## config.mk

```make
export PLATFORM = sky130hd
export DESIGN_NAME = omni_drive_mixer
export DESIGN_NICKNAME = d
export VERILOG_FILES = /design/src/design/omni_pkg.sv /design/src/design/omni_drive_mixer.sv
export SDC_FILE = /design/constraint.sdc
export NUM_CORES = 2
export LEC_CHECK = 0
export BUFFER_PORTS_ARGS = -buffer_cell sky130_fd_sc_hd__buf_2
export CAP_MARGIN = 10
export CORE_MARGIN = 2
export CORE_UTILIZATION = 70
export DETAILED_ROUTE_END_ITERATION = 12
export PLACE_DENSITY_LB_ADDON = 0.3
export SYNTH_ARGS = -nofsm -noshare
export SYNTH_HDL_FRONTEND = slang
export SYNTH_SLANG_ARGS = --single-unit
```

## constraint.sdc

```tcl
create_clock -name clk -period 14.6 [get_ports clk]
set_input_delay 2.92 -clock clk [delete_from_list [all_inputs] [get_ports clk]]
set_output_delay 2.92 -clock clk [all_outputs]
set_load 0.02 [all_outputs]
```

## src/design/omni_pkg.sv

```systemverilog
// Types, codes and the quarter-sine table builder for the omni drive mixer.
package omni_pkg;

    localparam int TRIG_FRAC_DEFAULT = 14;
    localparam int TRIG_FRAC_MAX     = 16;
    localparam int QS_W              = TRIG_FRAC_MAX + 1;
    localparam int QS_DEPTH          = 91;
    localparam logic [63:0] PI_Q30   = 64'd3373259426;
    localparam logic [7:0] SERIES_DIV [1:7] = '{8'd6, 8'd20, 8'd42, 8'd72, 8'd110, 8'd156,
                                                8'd210};

    localparam int IN_W   = 72;
    localparam int OUT_W  = 40;
    localparam int CFG_AW = 3;
    localparam int CFG_DW = 8;

    // reciprocal multipliers for truncating division by 180 and 178
    localparam logic [17:0] RECIP_180 = 18'd186414;
    localparam logic [17:0] RECIP_178 = 18'd188509;
    localparam int RECIP_SHIFT        = 25;

    typedef logic [QS_W-1:0] qsin_tab_t [0:QS_DEPTH-1];

    typedef enum logic [1:0] {
        OP_DRIVE = 2'd0,
        OP_RAW   = 2'd1,
        OP_STOP  = 2'd2
    } op_t;

    typedef enum logic [1:0] {
        SEC_NONE  = 2'd0,
        SEC_LEFT  = 2'd1,
        SEC_RIGHT = 2'd2
    } sec_t;

    typedef enum logic [CFG_AW-1:0] {
        CFG_M1_SIGN   = 3'd0,
        CFG_M2_SIGN   = 3'd1,
        CFG_M3_SIGN   = 3'd2,
        CFG_M4_SIGN   = 3'd3,
        CFG_TOLERANCE = 3'd4
    } cfg_idx_t;

    typedef struct packed {
        logic       neg;
        logic [6:0] k;
    } angle_t;

    typedef struct packed {
        logic [7:0] duty;
        logic       rev;
    } enc_t;

    function automatic qsin_tab_t build_qsin(input int frac);
        qsin_tab_t   tab;
        logic [63:0] x;
        logic [63:0] x2;
        logic [63:0] sum;
        logic [63:0] t;
        for (int k = 0; k < QS_DEPTH; k++)
        begin
            x   = (64'(k) * PI_Q30 + 64'd90) / 64'd180;
            x2  = (x * x) >> 30;
            sum = x;
            t   = x;
            for (int n = 1; n <= 7; n++)
            begin
                t = ((t * x2) >> 30) / 64'(SERIES_DIV[n]);
                if (n % 2 == 1)
                    sum = sum - t;
                else
                    sum = sum + t;
            end
            tab[k] = QS_W'((sum + (64'd1 << (29 - frac))) >> (30 - frac));
        end
        return tab;
    endfunction

    function automatic angle_t reduce_angle(input logic [9:0] a);
        angle_t     r;
        logic [9:0] d;
        d = (a >= 10'd360) ? (a - 10'd360) : a;
        if (d <= 10'd90)
        begin
            r.neg = 1'b0;
            r.k   = d[6:0];
        end
        else if (d <= 10'd180)
        begin
            r.neg = 1'b0;
            r.k   = 7'(10'd180 - d);
        end
        else if (d <= 10'd270)
        begin
            r.neg = 1'b1;
            r.k   = 7'(d - 10'd180);
        end
        else
        begin
            r.neg = 1'b1;
            r.k   = 7'(10'd360 - d);
        end
        return r;
    endfunction

    function automatic logic [7:0] clamp_gain(input logic signed [11:0] v,
                                              input logic [7:0] gain);
        logic [7:0] r;
        if (v < 12'sd0)
            r = 8'd0;
        else if (v > signed'({4'b0, gain}))
            r = gain;
        else
            r = v[7:0];
        return r;
    endfunction

    function automatic enc_t encode(input logic signed [11:0] m, input logic signed [1:0] sgn);
        enc_t               e;
        logic signed [13:0] v;
        logic [13:0]        mag;
        logic [7:0]         sat;
        v   = signed'({{2{m[11]}}, m}) * signed'({{12{sgn[1]}}, sgn});
        mag = v[13] ? 14'(-v) : 14'(v);
        sat = (mag > 14'd255) ? 8'd255 : mag[7:0];
        e.rev  = v[13];
        e.duty = v[13] ? (8'd255 - sat) : sat;
        return e;
    endfunction

endpackage

```

## src/design/omni_drive_mixer.sv

```systemverilog
// Five-stage omni drive mixer: drive command in, four motor direction/duty pairs out.
//
// Usage: input words arrive on the s_axis channel and one result word per input leaves
// on the m_axis channel, in order. A word is taken when tvalid and tready are both high.
// Opcode 0 drives at a travel angle with compass heading correction, opcode 1 passes
// raw motor commands, opcode 2 (and the unused code) stops all motors.
// Configuration is a write-only port: cfg_we, cfg_addr and cfg_wdata; write only
// while no word is in flight. Registers: four motor signs, heading tolerance.
// The word passes through stage registers 1 to 5 in order before m_axis_tvalid rises.
// Throughput: one word per cycle while the receiver keeps up; each stage holds one word.
// The sine table and reciprocal dividers are in stage 2, the speed multiplier in stage 3.
// Reset clears all stage valid bits and sets signs to 1 and tolerance to 5.
// When the receiver stalls, each stage holds its word and the pipeline keeps
// filling its empty stages, so s_axis_tready drops only when all five are full.
module omni_drive_mixer #(
    parameter int TRIG_FRAC_BITS = omni_pkg::TRIG_FRAC_DEFAULT
) (
    input  logic                          clk,
    input  logic                          rst_n,
    input  logic                          s_axis_tvalid,
    output logic                          s_axis_tready,
    // opcode, travel_angle, speed, turn_gain_max, compass_heading,
    // raw_motor1, raw_motor2, raw_motor3, raw_motor4
    input  logic [omni_pkg::IN_W-1:0]     s_axis_tdata,
    output logic                          m_axis_tvalid,
    input  logic                          m_axis_tready,
    // motor1_reverse, motor1_duty, motor2_reverse, motor2_duty, motor3_reverse,
    // motor3_duty, motor4_reverse, motor4_duty, zero pad
    output logic [omni_pkg::OUT_W-1:0]    m_axis_tdata,
    input  logic                          cfg_we,
    input  logic [omni_pkg::CFG_AW-1:0]   cfg_addr,
    input  logic [omni_pkg::CFG_DW-1:0]   cfg_wdata
);

    localparam int TW = TRIG_FRAC_BITS + 1;
    localparam int PW = TW + 8;
    localparam omni_pkg::qsin_tab_t QSIN = omni_pkg::build_qsin(TRIG_FRAC_BITS);

    logic signed [1:0] sign_reg [4];
    logic [7:0]        tol_reg;

    logic              vld_reg [1:5];
    logic              rdy     [1:5];

    // stage 1
    omni_pkg::op_t      op1_reg;
    omni_pkg::sec_t     sec1_reg;
    logic [7:0]         spd1_reg;
    logic [7:0]         gain1_reg;
    logic [6:0]         k1_reg   [2];
    logic               neg1_reg [2];
    logic signed [19:0] pl1_reg;
    logic signed [19:0] pr1_reg;
    logic signed [8:0]  raw1_reg [4];

    // stage 2
    omni_pkg::op_t      op2_reg;
    omni_pkg::sec_t     sec2_reg;
    logic [7:0]         spd2_reg;
    logic [7:0]         gain2_reg;
    logic [TW-1:0]      tv2_reg  [2];
    logic               neg2_reg [2];
    logic [9:0]         ql2_reg;
    logic [9:0]         qr2_reg;
    logic               qln2_reg;
    logic               qrn2_reg;
    logic signed [8:0]  raw2_reg [4];

    // stage 3
    omni_pkg::op_t      op3_reg;
    omni_pkg::sec_t     sec3_reg;
    logic signed [9:0]  v3_reg   [2];
    logic [7:0]         lc3_reg;
    logic [7:0]         rc3_reg;
    logic signed [8:0]  raw3_reg [4];

    // stage 4
    logic signed [11:0] m4_reg   [4];

    // stage 5
    omni_pkg::enc_t     enc5_reg [4];

    // input unpack
    logic [1:0]         in_op;
    logic [8:0]         in_ang;
    logic [7:0]         in_spd;
    logic [7:0]         in_gain;
    logic [8:0]         in_cmp;
    logic signed [8:0]  in_raw [4];

    assign in_op   = s_axis_tdata[1:0];
    assign in_ang  = s_axis_tdata[10:2];
    assign in_spd  = s_axis_tdata[18:11];
    assign in_gain = s_axis_tdata[26:19];
    assign in_cmp  = s_axis_tdata[35:27];
    assign in_raw[0] = s_axis_tdata[44:36];
    assign in_raw[1] = s_axis_tdata[53:45];
    assign in_raw[2] = s_axis_tdata[62:54];
    assign in_raw[3] = s_axis_tdata[71:63];

    // handshake chain
    always_comb
    begin
        rdy[5] = !vld_reg[5] || m_axis_tready;
        for (int i = 4; i >= 1; i--)
            rdy[i] = !vld_reg[i] || rdy[i+1];
    end

    assign s_axis_tready = rdy[1];
    assign m_axis_tvalid = vld_reg[5];

    always_ff @(posedge clk or negedge rst_n)
    begin
        if (!rst_n)
        begin
            for (int i = 1; i <= 5; i++)
                vld_reg[i] <= 1'b0;
        end
        else
        begin
            if (rdy[1])
                vld_reg[1] <= s_axis_tvalid;
            for (int i = 2; i <= 5; i++)
                if (rdy[i])
                    vld_reg[i] <= vld_reg[i-1];
        end
    end

    // configuration
    always_ff @(posedge clk or negedge rst_n)
    begin
        if (!rst_n)
        begin
            for (int i = 0; i < 4; i++)
                sign_reg[i] <= 2'sd1;
            tol_reg <= 8'd5;
        end
        else if (cfg_we)
        begin
            unique case (omni_pkg::cfg_idx_t'(cfg_addr))
                omni_pkg::CFG_M1_SIGN:   sign_reg[0] <= cfg_wdata[1:0];
                omni_pkg::CFG_M2_SIGN:   sign_reg[1] <= cfg_wdata[1:0];
                omni_pkg::CFG_M3_SIGN:   sign_reg[2] <= cfg_wdata[1:0];
                omni_pkg::CFG_M4_SIGN:   sign_reg[3] <= cfg_wdata[1:0];
                omni_pkg::CFG_TOLERANCE: tol_reg     <= cfg_wdata;
                default: ;
            endcase
        end
    end

    // stage 1: angle reduction, heading products, sector
    omni_pkg::angle_t   ax;
    omni_pkg::angle_t   ay;
    logic signed [19:0] pl_next;
    logic signed [19:0] pr_next;
    omni_pkg::sec_t     sec_next;
    logic [8:0]         tol_hi;

    always_comb
    begin
        ax      = omni_pkg::reduce_angle({1'b0, in_ang} + 10'd130);
        ay      = omni_pkg::reduce_angle({1'b0, in_ang} + 10'd50);
        pl_next = signed'({11'b0, in_cmp}) * (signed'({12'b0, in_gain}) - 20'sd5);
        pr_next = (signed'({11'b0, in_cmp}) - 20'sd181)
                  * (20'sd5 - signed'({12'b0, in_gain}));
        tol_hi  = 9'd360 - {1'b0, tol_reg};
        if (in_cmp > {1'b0, tol_reg} && in_cmp <= 9'd180)
            sec_next = omni_pkg::SEC_LEFT;
        else if (in_cmp > 9'd180 && in_cmp < tol_hi)
            sec_next = omni_pkg::SEC_RIGHT;
        else
            sec_next = omni_pkg::SEC_NONE;
    end

    always_ff @(posedge clk)
    begin
        if (rdy[1])
        begin
            op1_reg     <= omni_pkg::op_t'(in_op);
            sec1_reg    <= sec_next;
            spd1_reg    <= in_spd;
            gain1_reg   <= in_gain;
            k1_reg[0]   <= ax.k;
            neg1_reg[0] <= ax.neg;
            k1_reg[1]   <= ay.k;
            neg1_reg[1] <= ay.neg;
            pl1_reg     <= pl_next;
            pr1_reg     <= pr_next;
            for (int i = 0; i < 4; i++)
                raw1_reg[i] <= in_raw[i];
        end
    end

    // stage 2: sine lookup, reciprocal division
    logic [16:0] al;
    logic [16:0] ar;
    logic [34:0] ql_prod;
    logic [34:0] qr_prod;

    always_comb
    begin
        al      = pl1_reg[19] ? 17'(-pl1_reg) : 17'(pl1_reg);
        ar      = pr1_reg[19] ? 17'(-pr1_reg) : 17'(pr1_reg);
        ql_prod = 35'(al) * 35'(omni_pkg::RECIP_180);
        qr_prod = 35'(ar) * 35'(omni_pkg::RECIP_178);
    end

    always_ff @(posedge clk)
    begin
        if (rdy[2])
        begin
            op2_reg   <= op1_reg;
            sec2_reg  <= sec1_reg;
            spd2_reg  <= spd1_reg;
            gain2_reg <= gain1_reg;
            for (int j = 0; j < 2; j++)
            begin
                tv2_reg[j]  <= QSIN[k1_reg[j]][TW-1:0];
                neg2_reg[j] <= neg1_reg[j];
            end
            ql2_reg  <= ql_prod[omni_pkg::RECIP_SHIFT +: 10];
            qr2_reg  <= qr_prod[omni_pkg::RECIP_SHIFT +: 10];
            qln2_reg <= pl1_reg[19];
            qrn2_reg <= pr1_reg[19];
            for (int i = 0; i < 4; i++)
                raw2_reg[i] <= raw1_reg[i];
        end
    end

    // stage 3: speed scaling, rounding, heading clamp
    logic [PW-1:0]      sprod [2];
    logic [7:0]         rmag  [2];
    logic signed [9:0]  v_next [2];
    logic signed [11:0] ql_s;
    logic signed [11:0] qr_s;

    always_comb
    begin
        for (int j = 0; j < 2; j++)
        begin
            sprod[j] = PW'(tv2_reg[j]) * PW'(spd2_reg)
                       + (PW'(1) << (TRIG_FRAC_BITS - 1));
            rmag[j]  = sprod[j][TRIG_FRAC_BITS +: 8];
            if (rmag[j] != 8'd0 && rmag[j] < 8'd10)
                rmag[j] = 8'd10;
            v_next[j] = neg2_reg[j] ? -signed'({2'b0, rmag[j]}) : signed'({2'b0, rmag[j]});
        end
        ql_s = qln2_reg ? -signed'({2'b0, ql2_reg}) : signed'({2'b0, ql2_reg});
        qr_s = qrn2_reg ? -signed'({2'b0, qr2_reg}) : signed'({2'b0, qr2_reg});
    end

    always_ff @(posedge clk)
    begin
        if (rdy[3])
        begin
            op3_reg  <= op2_reg;
            sec3_reg <= sec2_reg;
            for (int j = 0; j < 2; j++)
                v3_reg[j] <= v_next[j];
            lc3_reg <= omni_pkg::clamp_gain(ql_s + 12'sd5, gain2_reg);
            rc3_reg <= omni_pkg::clamp_gain(qr_s + signed'({4'b0, gain2_reg}), gain2_reg);
            for (int i = 0; i < 4; i++)
                raw3_reg[i] <= raw2_reg[i];
        end
    end

    // stage 4: wheel mixing and opcode select
    logic signed [11:0] vx;
    logic signed [11:0] vy;
    logic signed [11:0] lc;
    logic signed [11:0] rc;
    logic signed [11:0] m_next [4];

    always_comb
    begin
        vx = {{2{v3_reg[0][9]}}, v3_reg[0]};
        vy = {{2{v3_reg[1][9]}}, v3_reg[1]};
        lc = signed'({4'b0, lc3_reg});
        rc = signed'({4'b0, rc3_reg});
        unique case (op3_reg)
            omni_pkg::OP_DRIVE:
            begin
                unique case (sec3_reg)
                    omni_pkg::SEC_LEFT:
                    begin
                        m_next[0] = vx + lc;
                        m_next[1] = vy + lc;
                        m_next[2] = vx - ((lc <<< 1) + lc);
                        m_next[3] = vy - ((lc <<< 1) + lc);
                    end
                    omni_pkg::SEC_RIGHT:
                    begin
                        m_next[0] = vx - ((rc <<< 1) + rc);
                        m_next[1] = vy - ((rc <<< 1) + rc);
                        m_next[2] = vx + rc;
                        m_next[3] = vy + rc;
                    end
                    default:
                    begin
                        m_next[0] = vx;
                        m_next[1] = vy;
                        m_next[2] = vx;
                        m_next[3] = vy;
                    end
                endcase
            end
            omni_pkg::OP_RAW:
            begin
                for (int i = 0; i < 4; i++)
                    m_next[i] = {{3{raw3_reg[i][8]}}, raw3_reg[i]};
            end
            default:
            begin
                for (int i = 0; i < 4; i++)
                    m_next[i] = 12'sd0;
            end
        endcase
    end

    always_ff @(posedge clk)
    begin
        if (rdy[4])
        begin
            for (int i = 0; i < 4; i++)
                m4_reg[i] <= m_next[i];
        end
    end

    // stage 5: sign, saturate, encode
    always_ff @(posedge clk)
    begin
        if (rdy[5])
        begin
            for (int i = 0; i < 4; i++)
                enc5_reg[i] <= omni_pkg::encode(m4_reg[i], sign_reg[i]);
        end
    end

    assign m_axis_tdata = {4'b0, enc5_reg[3], enc5_reg[2], enc5_reg[1], enc5_reg[0]};

endmodule
```

After elaboration in Yosys (flattened, before gate mapping)

Memory sizes are Yosys's and may differ from the RTL's.
Index checks and enable logic that the tools add are counted.

Eq/ne operators: 7
Shift operators: 0
Magnitude comparators: 24
Add/subtract/negate cells: 42
Reduce and logical (&&, ||, !) cells: 23
$mul: 10
Mux-type cells: 47
Bitwise operators: 2
Div/mod/pow operators: 0

Operators with widths:

| operator                 | number |
|---|---|
| $pmux W48 S2             | 2 |
| $mux W8                  | 16 |
| $mux W15                 | 4 |
| $gt A14 B8 Y1 const B    | 4 |
| $mul A12 B2 Y14          | 4 |
| $mux W14                 | 4 |
| $neg A14 Y14             | 4 |
| $sub A10 B11 Y12         | 4 |
| $add A10 B9 Y11          | 4 |
| $add A22 B14 Y22 const B | 2 |
| $mul A15 B8 Y22          | 2 |
| $mux W10                 | 4 |
| $mul A10 B9 Y19          | 2 |
| $mul A17 B18 Y35 const B | 1 |
| $mul A17 B17 Y34 const B | 1 |
| $mux W17                 | 2 |
| $neg A17 Y17             | 2 |
| $sub A8 B8 Y8 const A    | 4 |
| $gt A12 B9 Y1            | 2 |
| $lt A12 B1 Y1 const B    | 2 |
| $mux W12                 | 2 |
| $neg A10 Y12             | 2 |
| $add A9 B8 Y10           | 2 |
| $ge A10 B9 Y1 const B    | 2 |
| 38 further kinds         | 77 |

Word-level logic and storage cells: 195
Bits in read-only memories: 4352
Bits of input ports: 88
Bits in latches: 0
Bits in writable memories: 260
Output and inout bits: 42
Register bits: 141
Memories: 12

Memories:

| memory          | depth | width | read ports | clocked after Yosys merged registers in | write ports | line                    | RTL |
|---|---|---|---|---|---|---|---|
| (no name shown) | 128   | 17    | 1          | 0                                       | 0           | omni_drive_mixer.sv:218 | `tv2_reg[j] <= QSIN[k1_reg[j]][TW-1:0];` |
| (no name shown) | 128   | 17    | 1          | 0                                       | 0           | omni_drive_mixer.sv:218 |  |
| m4_reg          | 4     | 12    | 4          | 0                                       | 4           | omni_drive_mixer.sv:78  | `logic signed [11:0] m4_reg [4];` |
| enc5_reg        | 4     | 9     | 4          | 0                                       | 4           | omni_drive_mixer.sv:81  | `omni_pkg::enc_t enc5_reg [4];` |
| raw1_reg        | 4     | 9     | 4          | 0                                       | 4           | omni_drive_mixer.sv:54  | `logic signed [8:0] raw1_reg [4];` |
| raw2_reg        | 4     | 9     | 4          | 0                                       | 4           | omni_drive_mixer.sv:67  | `logic signed [8:0] raw2_reg [4];` |
| 6 more memories | --    | --    | --         | --                                      | --          | --                      |  |

Depth between registers and ports, before layout

Depth after elaboration: 8
Gate-level depth with buffers: 29
Gate-level depth less buffers: 29

Least setup slack after synthesis

Ideal clock, no wire load.

Kind: input-to-output
From: in m_axis_tready
To: out s_axis_tready
Path buffers: 0
Data required time: 11.680 ns
Setup slack: 2.966 ns
Stages: 4
Arrival: 8.714 ns
Cell sequence: nor2b_1 > nand4_1 > inv_1 > nand2_1

RTL lines:

| item        | line                   | RTL |
|---|---|---|
| from (decl) | omni_drive_mixer.sv:26 | `input logic m_axis_tready,` |
| to (decl)   | omni_drive_mixer.sv:21 | `output logic s_axis_tready,` |

Final worst setup path

From: in s_axis_tdata[27] in the netlist's numbering
To: reg, netlist name pr1_reg[18]

Longest elaborated chain between the ends: 2

Ends and longest elaborated chain:

| item            | line                    | RTL |
|---|---|---|
| from (decl)     | omni_drive_mixer.sv:24  | `input logic [omni_pkg::IN_W-1:0] s_axis_tdata,` |
| $sub A9 B8 Y10  | omni_drive_mixer.sv:164 | `pr_next = (signed'({11'b0, in_cmp}) - 20'sd181)` |
| $mul A10 B9 Y19 | omni_drive_mixer.sv:165 | `* (20'sd5 - signed'({12'b0, in_gain}));` |
| net pr_next[18] | omni_drive_mixer.sv:155 | `logic signed [19:0] pr_next;` |

The timed path passes the listed nets, and every way through them passes these cells.
A chain may end at the register's enable or synchronous reset.

==> qor.txt <==
worst setup path start -> s_axis_tdata[27]
Final WS setup -> 5320 ps
list of most frequent post-synthesis cells -> inv_1 (849), ha_1 (735), fa_1 (464)
source of the worst hold timing path -> raw2_reg[2][3]$_DFFE_PP_
CP required -> 14940 ps
Total GRT Usage -> 31.9%
Antenna Nets Post-Route -> 0
Clock Pin Slew Worst Setup and Hold Paths -> 60 ps
Max transition margin -> 24.9%
First-pass DRT Iterations -> 6
max FFs per register -> 48
type of the worst setup path -> in -> reg
Slew Limit Fails -> 0
htree depth -> 2
Synth area leader -> edfxtp_1
Synth async-reset ratio -> 5.28%
first-pass GRT wire length -> 201 mm
Yosys top cell area share -> 21.7%
Post-CTS Setup Bufs -> 0
post-synthesis adder-cell area fraction -> 35.5%
crit path max fanout -> 13
Worst path max stage delay -> 540 ps
GP Congestion -> 0.960
final wirelength -> 122 mm
Chip Height -> 277 microns
cts hold-fix bufs -> 0
fin crit period -> 9280 ps
Place WS -> 4770 ps
Slowest cell on crit path -> fa_1
WP buf/inv -> 7
final hold vios -> 0
row cnt -> 100
die area -> 76700 sq um
sequential element share of the synthesized area -> 22.7%
clk root buf -> clkbuf_16
vias per cell -> 6.10
nature of the critical path endpoint -> register
DP Area -> 53600 sq um
initial antenna violation count -> 3
Worst Skew -> 40.6 ps
gr ovfl total -> 0
most frequent cell after synthesis -> inv_1
Top Family by Delay on Critical Path -> adder cells
CTS buffer count -> 47
Die X -> 277 microns
Synth cell types -> 104
Initial DRC Count -> 3389
final setup violating endpoints -> 0
synthesized instance count -> 5573
Crit path arrival time -> 9620 ps
layout cell share with drive strength beyond 1 -> 5.66%
WL per Instance -> 18.4 microns
worst min path class -> reg -> reg
per-instance average area after synthesis -> 9.36 sq um
synthesis-to-layout area growth -> 5.81%
max-cap violation count -> 0
Post-Syn Area -> 52200 sq um
flops & latches, synth -> 398
filler cell count in the final layout -> 5332
DRC Markers -> 0
CP Launch Type -> primary input
largest net degree at the start of global routing -> 79
Non-Filler Instances -> 6606
post_cts resized -> 0
compound-gate portion of the synthesized area -> 14.4%
CTS tree -> done
top cells by area, synth -> edfxtp_1 (22%), fa_1 (18%), ha_1 (18%)
io pins -> 130
FF-to-FF setup slack -> 5650 ps
detailed placement HPWL -> 93.9 mm
Skew-Pair Late Insertion Delay -> 630 ps
cell area after layout -> 55200 sq um
number of synthesized flops with an enable pin -> 377
Layout Nets -> 6884
multiplexer area fraction after synthesis -> 1.45%
Inst Count DP -> 6517
clock sink count -> 398
Post-Synth Simple-Gate Area -> 13.5%
synth warn -> 0
combinational family with the most area after synthesis -> adder cells
maximum root-to-sink buffer count -> 3
Peak Freq -> 0.108 GHz
top_reg_cell synth -> edfxtp_1
xor/xnor share of the synthesized area -> 4.93%
status -> complete, no violations
Initial Util -> 70.4%
vias in the first global route -> 40311
vias after detailed routing -> 40291
Fin Setup TNS -> 0 ps
core area -> 74100 sq um
period utilization -> 63.5%
r2r startpoint -> pr1_reg[6]$_DFFE_PP_
RSZ-0062 raised after global routing -> false
Slew @ Worst Pin -> 1130 ps
port bufs -> 125
## routing by layer
layer	up-vias	global-route usage (%)	share of wire [%]
li1	19079	-	-
met3	267	3.49	5.9
met1	19575	43.1	42
met4	2	11.3	3.4
met5	-	0	0.0066
met2	1368	53.8	48
## cell type report
cell class | count | area, sq um | share of cell area, %
Multi-Input combinational cell | 4133 | 36400 | 65.9
Sequential cell | 398 | 11900 | 21.5
Timing Repair Buffer | 160 | 888 | 1.61
Inverter | 857 | 3220 | 5.83
Tap cell | 969 | 1210 | 2.20
Antenna cell | 1 | 2.50 | 0.00453
Clock inverter | 35 | 399 | 0.723
Clock buffer | 53 | 1230 | 2.23
## per-stage QoR
| step | utilization (%) | hold slack [ps] |
|---|---|---|
| 5_1_grt | 74.5 | 419 |
| 3_5_place_dp | 72.3 | 405 |
| 4_1_cts | 74.5 | 415 |
| 3_3_place_gp | 72.3 | 400 |
| 2_1_floorplan | - | 400 |
| 6_report | 74.5 | 414 |
## cell families after synthesis
family                     Yosys count
other                                1
muxes                               64
adders and majority gates         1201
DFF                                398
xor gates and xnor gates           293
AOI/OAI and AO/OA                 1144
buffers and inverters             1045
and+or+nand+nor                   1427
## worst paths after layout
path | to | depth (start not counted)
hold / removal | raw3_reg[2][3]$_DFFE_PP_ | 0
max in group asynchronous | sign_reg[7]$_DFFE_PN0P_ | 1
setup / recovery | pr1_reg[18]$_DFFE_PP_ | 27
hold reg to reg | raw3_reg[2][3]$_DFFE_PP_ | 0
min in group asynchronous | tol_reg[5]$_DFFE_PN0P_ | 1
setup reg to reg | qr2_reg[9]$_DFFE_PP_ | 25
## cells in the final DEF (no fill, tap or decap), types with 16 or more instances in the layout
master     count
a211oi_1      48
a21boi_0      17
a21o_1        71
a21oi_1      307
a221oi_1      25
a31oi_1       37
and2_1       250
and3_1        23
buf_2        125
buf_4         35
clkbuf_16     48
edfxtp_1     377
fa_1         464
ha_1         735
inv_1        849
mux2_2        17
mux2i_1       39
nand2_1      415
nand2b_1      77
nand3_1       70
nand4_1       23
nor2_1       329
nor2b_1       61
nor3_1        55
nor4_1        16
o211ai_1      44
o21a_1        48
o21ai_0      246
o21bai_1      54
o221ai_1      20
o22ai_1       16
o31ai_1       34
or3_1         30
xnor2_1      205
xor2_1        87
## worst reg2reg max path, cell delays in order (launching register included)
cell      delay [ps]
edfxtp_1         440
or3_1            420
or4_1            470
or4_1            530
o31a_1           270
xor2_1           510
inv_1            210
fa_1             560
inv_1             60
fa_1             560
fa_1             520
fa_1             510
fa_1             470
fa_1             520
inv_1             40
ha_1             320
a21oi_1          180
nor2b_1           60
o21ai_0          150
o211ai_1         110
o211a_1          180
nor4_1           340
o21ai_0          290
a41oi_1          480
nor4b_1          110
or3_1            380
Power is left out: the tool's default activity adds up to more than one toggle a clock period on the data nets, which glitch-free logic cannot reach.
